===== src/sv/asc_pkg.sv =====
// ----------------------------------------------------------------------------
// asc_pkg: shared types and constants of the adaptive step size controller
// Fixed-point formats, register and log slot codes, control/status structs.
// ----------------------------------------------------------------------------
`default_nettype none

package asc_pkg;

  localparam int FRAC_BITS   = 40;
  localparam int COUNT_WIDTH = 16;
  localparam int VAL_W       = 56;
  localparam int LOG_FRAC    = 24;
  localparam int SCL_FRAC    = 28;
  localparam int MANT_W      = 32;
  localparam int LOG_W       = 32;
  localparam int LOG_INT_W   = LOG_W - LOG_FRAC;
  localparam int ACC_W       = 48;
  localparam int DIFF_W      = 35;
  localparam int NUM_LOGS    = 7;
  localparam int CFG_AW      = 6;
  localparam int CFG_DW      = 64;
  localparam int EXP_BIAS    = FRAC_BITS - (MANT_W - 1);
  localparam int EXP_SAT     = VAL_W - (MANT_W - 1);
  localparam int EXP_TOP_BIT = MANT_W - 2;

  localparam logic [VAL_W-1:0] ERR_RESET = 56'd1099511628;
  localparam logic [VAL_W-1:0] TOL_RESET = 56'd109951163;

  // log slots
  localparam logic [2:0] LOG_SAF   = 3'd0;
  localparam logic [2:0] LOG_STEP  = 3'd1;
  localparam logic [2:0] LOG_TOL   = 3'd2;
  localparam logic [2:0] LOG_ERR   = 3'd3;
  localparam logic [2:0] LOG_PREV  = 3'd4;
  localparam logic [2:0] LOG_PREV2 = 3'd5;
  localparam logic [2:0] LOG_LAST  = 3'd6;

  localparam logic [1:0] TERM_I = 2'd0;
  localparam logic [1:0] TERM_P = 2'd1;
  localparam logic [1:0] TERM_D = 2'd2;

  localparam logic [1:0] MODE_I   = 2'd0;
  localparam logic [1:0] MODE_PI  = 2'd1;
  localparam logic [1:0] MODE_PID = 2'd2;
  localparam logic [1:0] MODE_PC  = 2'd3;

  localparam logic [2:0] REG_MODE   = 3'd0;
  localparam logic [2:0] REG_TOL    = 3'd1;
  localparam logic [2:0] REG_KP     = 3'd2;
  localparam logic [2:0] REG_KI     = 3'd3;
  localparam logic [2:0] REG_KD     = 3'd4;
  localparam logic [2:0] REG_SAFETY = 3'd5;
  localparam logic [2:0] REG_MAXS   = 3'd6;
  localparam logic [2:0] REG_MINS   = 3'd7;

  localparam logic OP_ERR  = 1'b0;
  localparam logic OP_LOAD = 1'b1;

  typedef struct packed {
    logic [1:0]        mode;
    logic [VAL_W-1:0]  tol;
    logic signed [31:0] k_p;
    logic signed [31:0] k_i;
    logic signed [31:0] k_d;
    logic [31:0]       safety;
    logic [31:0]       max_scale;
    logic [31:0]       min_scale;
  } cfg_t;

  typedef struct packed {
    logic       latch_in;
    logic       log_start;
    logic       log_store;
    logic [2:0] log_sel;
    logic       sum_init;
    logic       term_mul;
    logic       term_add;
    logic [1:0] term_sel;
    logic       exp_init;
    logic       exp_start;
    logic       exp_upd;
    logic [4:0] exp_bit;
    logic       scale_calc;
    logic       scale_zero;
    logic       clamp_mul;
    logic       clamp_add;
    logic       clamp_sel;
    logic       commit;
  } cmd_t;

  typedef struct packed {
    logic in_op;
    logic zero_path;
    logic log_done;
    logic out_busy;
  } sts_t;

endpackage

`default_nettype wire


===== src/sv/asc_ctrl.sv =====
// ----------------------------------------------------------------------------
// asc_ctrl: sequencer of the step size controller
// Walks logs, terms, exponent search, clamp and commit.
// ----------------------------------------------------------------------------
`default_nettype none

module asc_ctrl (
  input  wire logic           clk,
  input  wire logic           rst_n,
  input  wire logic           in_valid,
  output logic                in_ready,
  input  wire asc_pkg::sts_t  sts,
  output asc_pkg::cmd_t       cmd
);

  typedef enum logic [10:0] {
    S_IDLE      = 11'b00000000001,
    S_LOG_GO    = 11'b00000000010,
    S_LOG_WAIT  = 11'b00000000100,
    S_SUM       = 11'b00000001000,
    S_TERM_MUL  = 11'b00000010000,
    S_TERM_ADD  = 11'b00000100000,
    S_EXP_GO    = 11'b00001000000,
    S_EXP_WAIT  = 11'b00010000000,
    S_EXP_FIN   = 11'b00100000000,
    S_CLAMP_MUL = 11'b01000000000,
    S_CLAMP_ADD = 11'b10000000000
  } state_t;

  // commit waits in S_IDLE with fin_r set after S_CLAMP_ADD: a new input
  // is only taken once the result is in the output register.
  state_t      st_r, st_nxt;
  logic        fin_r, fin_nxt;
  logic [2:0]  li_r, li_nxt;
  logic [1:0]  ti_r, ti_nxt;
  logic [4:0]  bi_r, bi_nxt;
  logic        ci_r, ci_nxt;
  logic        take;

  assign take = in_valid && in_ready;

  always_comb begin
    st_nxt  = st_r;
    fin_nxt = fin_r;
    li_nxt  = li_r;
    ti_nxt  = ti_r;
    bi_nxt  = bi_r;
    ci_nxt  = ci_r;
    cmd     = '0;
    cmd.log_sel   = li_r;
    cmd.term_sel  = ti_r;
    cmd.exp_bit   = bi_r;
    cmd.clamp_sel = ci_r;
    in_ready = (st_r == S_IDLE) && !fin_r;
    case (st_r)
      S_IDLE: begin
        if (fin_r) begin
          // result ready, wait for a free output register
          if (!sts.out_busy) begin
            cmd.commit = 1'b1;
            fin_nxt    = 1'b0;
          end
        end else if (take) begin
          cmd.latch_in = 1'b1;
          if (sts.in_op == asc_pkg::OP_LOAD) begin
            fin_nxt = 1'b1;
          end else if (sts.zero_path) begin
            cmd.scale_zero = 1'b1;
            ci_nxt = 1'b0;
            st_nxt = S_CLAMP_MUL;
          end else begin
            li_nxt = asc_pkg::LOG_SAF;
            st_nxt = S_LOG_GO;
          end
        end
      end
      S_LOG_GO: begin
        cmd.log_start = 1'b1;
        st_nxt = S_LOG_WAIT;
      end
      S_LOG_WAIT: begin
        if (sts.log_done) begin
          cmd.log_store = 1'b1;
          if (li_r == asc_pkg::LOG_LAST) begin
            st_nxt = S_SUM;
          end else begin
            li_nxt = li_r + 3'd1;
            st_nxt = S_LOG_GO;
          end
        end
      end
      S_SUM: begin
        cmd.sum_init = 1'b1;
        ti_nxt = asc_pkg::TERM_I;
        st_nxt = S_TERM_MUL;
      end
      S_TERM_MUL: begin
        cmd.term_mul = 1'b1;
        st_nxt = S_TERM_ADD;
      end
      S_TERM_ADD: begin
        cmd.term_add = 1'b1;
        if (ti_r == asc_pkg::TERM_D) begin
          cmd.exp_init = 1'b1;
          bi_nxt = 5'(asc_pkg::EXP_TOP_BIT);
          st_nxt = S_EXP_GO;
        end else begin
          ti_nxt = ti_r + 2'd1;
          st_nxt = S_TERM_MUL;
        end
      end
      S_EXP_GO: begin
        cmd.exp_start = 1'b1;
        st_nxt = S_EXP_WAIT;
      end
      S_EXP_WAIT: begin
        if (sts.log_done) begin
          cmd.exp_upd = 1'b1;
          if (bi_r == '0) begin
            st_nxt = S_EXP_FIN;
          end else begin
            bi_nxt = bi_r - 5'd1;
            st_nxt = S_EXP_GO;
          end
        end
      end
      S_EXP_FIN: begin
        cmd.scale_calc = 1'b1;
        ci_nxt = 1'b0;
        st_nxt = S_CLAMP_MUL;
      end
      S_CLAMP_MUL: begin
        cmd.clamp_mul = 1'b1;
        st_nxt = S_CLAMP_ADD;
      end
      S_CLAMP_ADD: begin
        cmd.clamp_add = 1'b1;
        if (ci_r) begin
          fin_nxt = 1'b1;
          st_nxt  = S_IDLE;
        end else begin
          ci_nxt = 1'b1;
          st_nxt = S_CLAMP_MUL;
        end
      end
      default: st_nxt = S_IDLE;
    endcase
  end

  always_ff @(posedge clk) begin
    if (!rst_n) begin
      st_r  <= S_IDLE;
      fin_r <= 1'b0;
      li_r  <= '0;
      ti_r  <= '0;
      bi_r  <= '0;
      ci_r  <= 1'b0;
    end else begin
      st_r  <= st_nxt;
      fin_r <= fin_nxt;
      li_r  <= li_nxt;
      ti_r  <= ti_nxt;
      bi_r  <= bi_nxt;
      ci_r  <= ci_nxt;
    end
  end

endmodule

`default_nettype wire


===== config.mk =====
export PLATFORM = sky130hd
export DESIGN_NAME = asc_ctrl
export DESIGN_NICKNAME = d
export VERILOG_FILES = /design/src/sv/asc_pkg.sv /design/src/sv/asc_ctrl.sv
export SDC_FILE = /design/constraint.sdc
export NUM_CORES = 1
export LEC_CHECK = 0
export BUFFER_PORTS_ARGS = -buffer_cell sky130_fd_sc_hd__buf_4
export CAP_MARGIN = 20
export CORE_ASPECT_RATIO = 0.75
export CORE_UTILIZATION = 57
export DETAILED_ROUTE_END_ITERATION = 10
export PLACE_DENSITY = 0.84
export SYNTH_ARGS = -nofsm -noshare
export SYNTH_HDL_FRONTEND = slang
export SYNTH_SLANG_ARGS = --single-unit

===== constraint.sdc =====
create_clock -name clk -period 4.3 [get_ports clk]
set_input_delay 0.43 -clock clk [delete_from_list [all_inputs] [get_ports clk]]
set_output_delay 0.43 -clock clk [all_outputs]
set_load 0.02 [all_outputs]

==> out/metrics.csv <==
metric,value,unit
gp_congestion,0.885,
area_growth,18.1,%
critPathMaxFanout,10,
synthDistinctLibCells,48,
tns,0,ps
core_area,2330,µm²
final_nets,216,
yosysWarnings,0,
clkSinkCount,23,
grt_antenna_before_repair,0,
min_from,rst_n,
ir_worst_vdd,0.146,mV
stdcell_area,1680,µm²
clk_pin_slew_worst_paths,120,ps
rsz0062_at_grt,no,
io-pin-count,33,
drcViolationCount,0,
grt_usage,30.4,%
start_util,61.1,%
synth_seq_cells,23,
status,"complete, no violations",
vias,1468,
p_leak,0.675,nW
synth_cells,176,
wl_per_cell,15.9,µm
setup_violations,0,
drtIter0Drc,161,
required,3870,ps
p_total,0.410,mW
io_buffers,32,
skew,5.71,ps
yosys-top-cells-area,"dfxtp_1 (32%), nor2_1 (4.7%), ha_1 (4.4%), a21oi_1 (4.2%), nand2b_1 (3.1%)",
cts-root-buf,clkbuf_4,
final_cells,237,
r2r_cells,5,
ys_seq_area_share,32.4,%
min_path_cells,2,
grt_start_max_net_pins,18,
rows,15,
pwr_density_cell,244,nW/µm²
die_area,2700,µm²
hp-class,in2reg,
syn_area_per_cell,8.08,µm²
worstMarginPinSlew,859,ps
drive_gt1_share,24.1,%
dp_slack,1920,ps
cts_made_buffers,3,
final_hold_viol_count,0,
postCtsHoldBufs,0,
avgViaCountPerCell,6.19,
grt_pass1_wl,6.11,mm
max_freq,0.348,GHz
synth.top_cell.area_share,32.4,%
critPathKind,reg2out,
wirelength,3.77,mm
postCtsResizedCells,0,
place_area,1650,µm²
cts_setup_buffers,0,
min_period,2870,ps
synth_edf_count,0,
synth_ff_type,dfxtp_1,
placed_cells_incl_taps,233,
dr.pass1.iters,5,
worst_slack,1430,ps
cp_data_arrival_time,2440,ps
dp_hpwl,2.87,mm
synth_top_area_cell,dfxtp_1,
fin_util,72.2,%
synth_nets,188,
grt_pass1_vias,1250,
crit_start,st_r[7],
synth.cell_area,1420,µm²
die_h,45.3,µm
die_x,59.7,µm
maxCapViolCount,0,
diodes,0,
cts_tree,built,
final_cell_mix,"buf_4 (32), dfxtp_1 (23), nor2_1 (18)",
crit_path_start_kind,register,
worstSetupEndpointType,primary output,
layout_commonest_cell,buf_4,
hold_slack,338,ps
slew_headroom,42.2,%
drv_slew,0,
overflow,0,
htree_levels,1,
clock_path_buffers,2,
async_flop_share,0,%
r2r_start,st_r[7],
fin_crit_sh,66.8,%
clk_latency,310,ps
ant_nets,0,
-- cells by family (layout without fill, tap and decap cells) --
kind of cell    after synthesis  after routing  synth area share (%)
buf+inv                      20             47                  6.51
fa+ha+maj                     5              5                  4.40
compound gates               34             34                  15.3
flops                        23             23                  32.4
simple gates                 89             89                  38.2
mux                           1              1                 0.792
xor+xnor                      4              4                  2.46
-- Yosys cell counts, drive strengths merged (3+ instances only) --
cell type   n
or3         4
nand2b      7
a21oi      12
nor2       18
or4         3
nor4        6
buf         5
inv        10
o21ai      10
ha          5
nor3        8
dfxtp      23
clkbuf      4
nand2       9
nor3b       6
nand3       8
nand4       4
-- final timing paths --
kind | to | slack (ps)
setup / recovery | cmd[24] | 1430
hold / removal | st_r[5] | 340
setup reg to reg | fin_r | 2020
hold reg to reg | li_r[0] | 530
-- sequential cells by signal, indices dropped and copies added (netlist names) --
name / count
bi_r: 5
li_r: 3
st_r: 11
ti_r: 2
fin_r: 1
ci_r: 1
-- power by group --
part / leakage (nW) / internal (mW) / switching (mW) / total, mW
combinational: 0.474 / 0.0334 / 0.0517 / 0.0850
clock: 0.0150 / 0.0363 / 0.0633 / 0.0996
sequential: 0.186 / 0.217 / 0.00796 / 0.225
total: 0.675 / 0.287 / 0.123 / 0.410
-- per-layer routing --
metal,routed length (µm),track usage [%]
met1,1650,42.1
met2,1710,46.7
met4,42,9.77
met3,372,7.16
met5,0,0
-- cell type report --
type	instances	area (µm²)
Multi-Input combinational cell	133	870
Clock buffer	4	26.3
Inverter	11	41.3
Sequential cell	23	460
Tap cell	34	42.5
Timing Repair Buffer	32	240
Fill cell	194	647
-- critical path, cell delays in order, from the launching register on --
cell and delay (ps):
dfxtp_1 430, nor4_1 760, nand4_1 330, nor3b_1 400
buf_4 210
(Power assumes the default switching activity.)
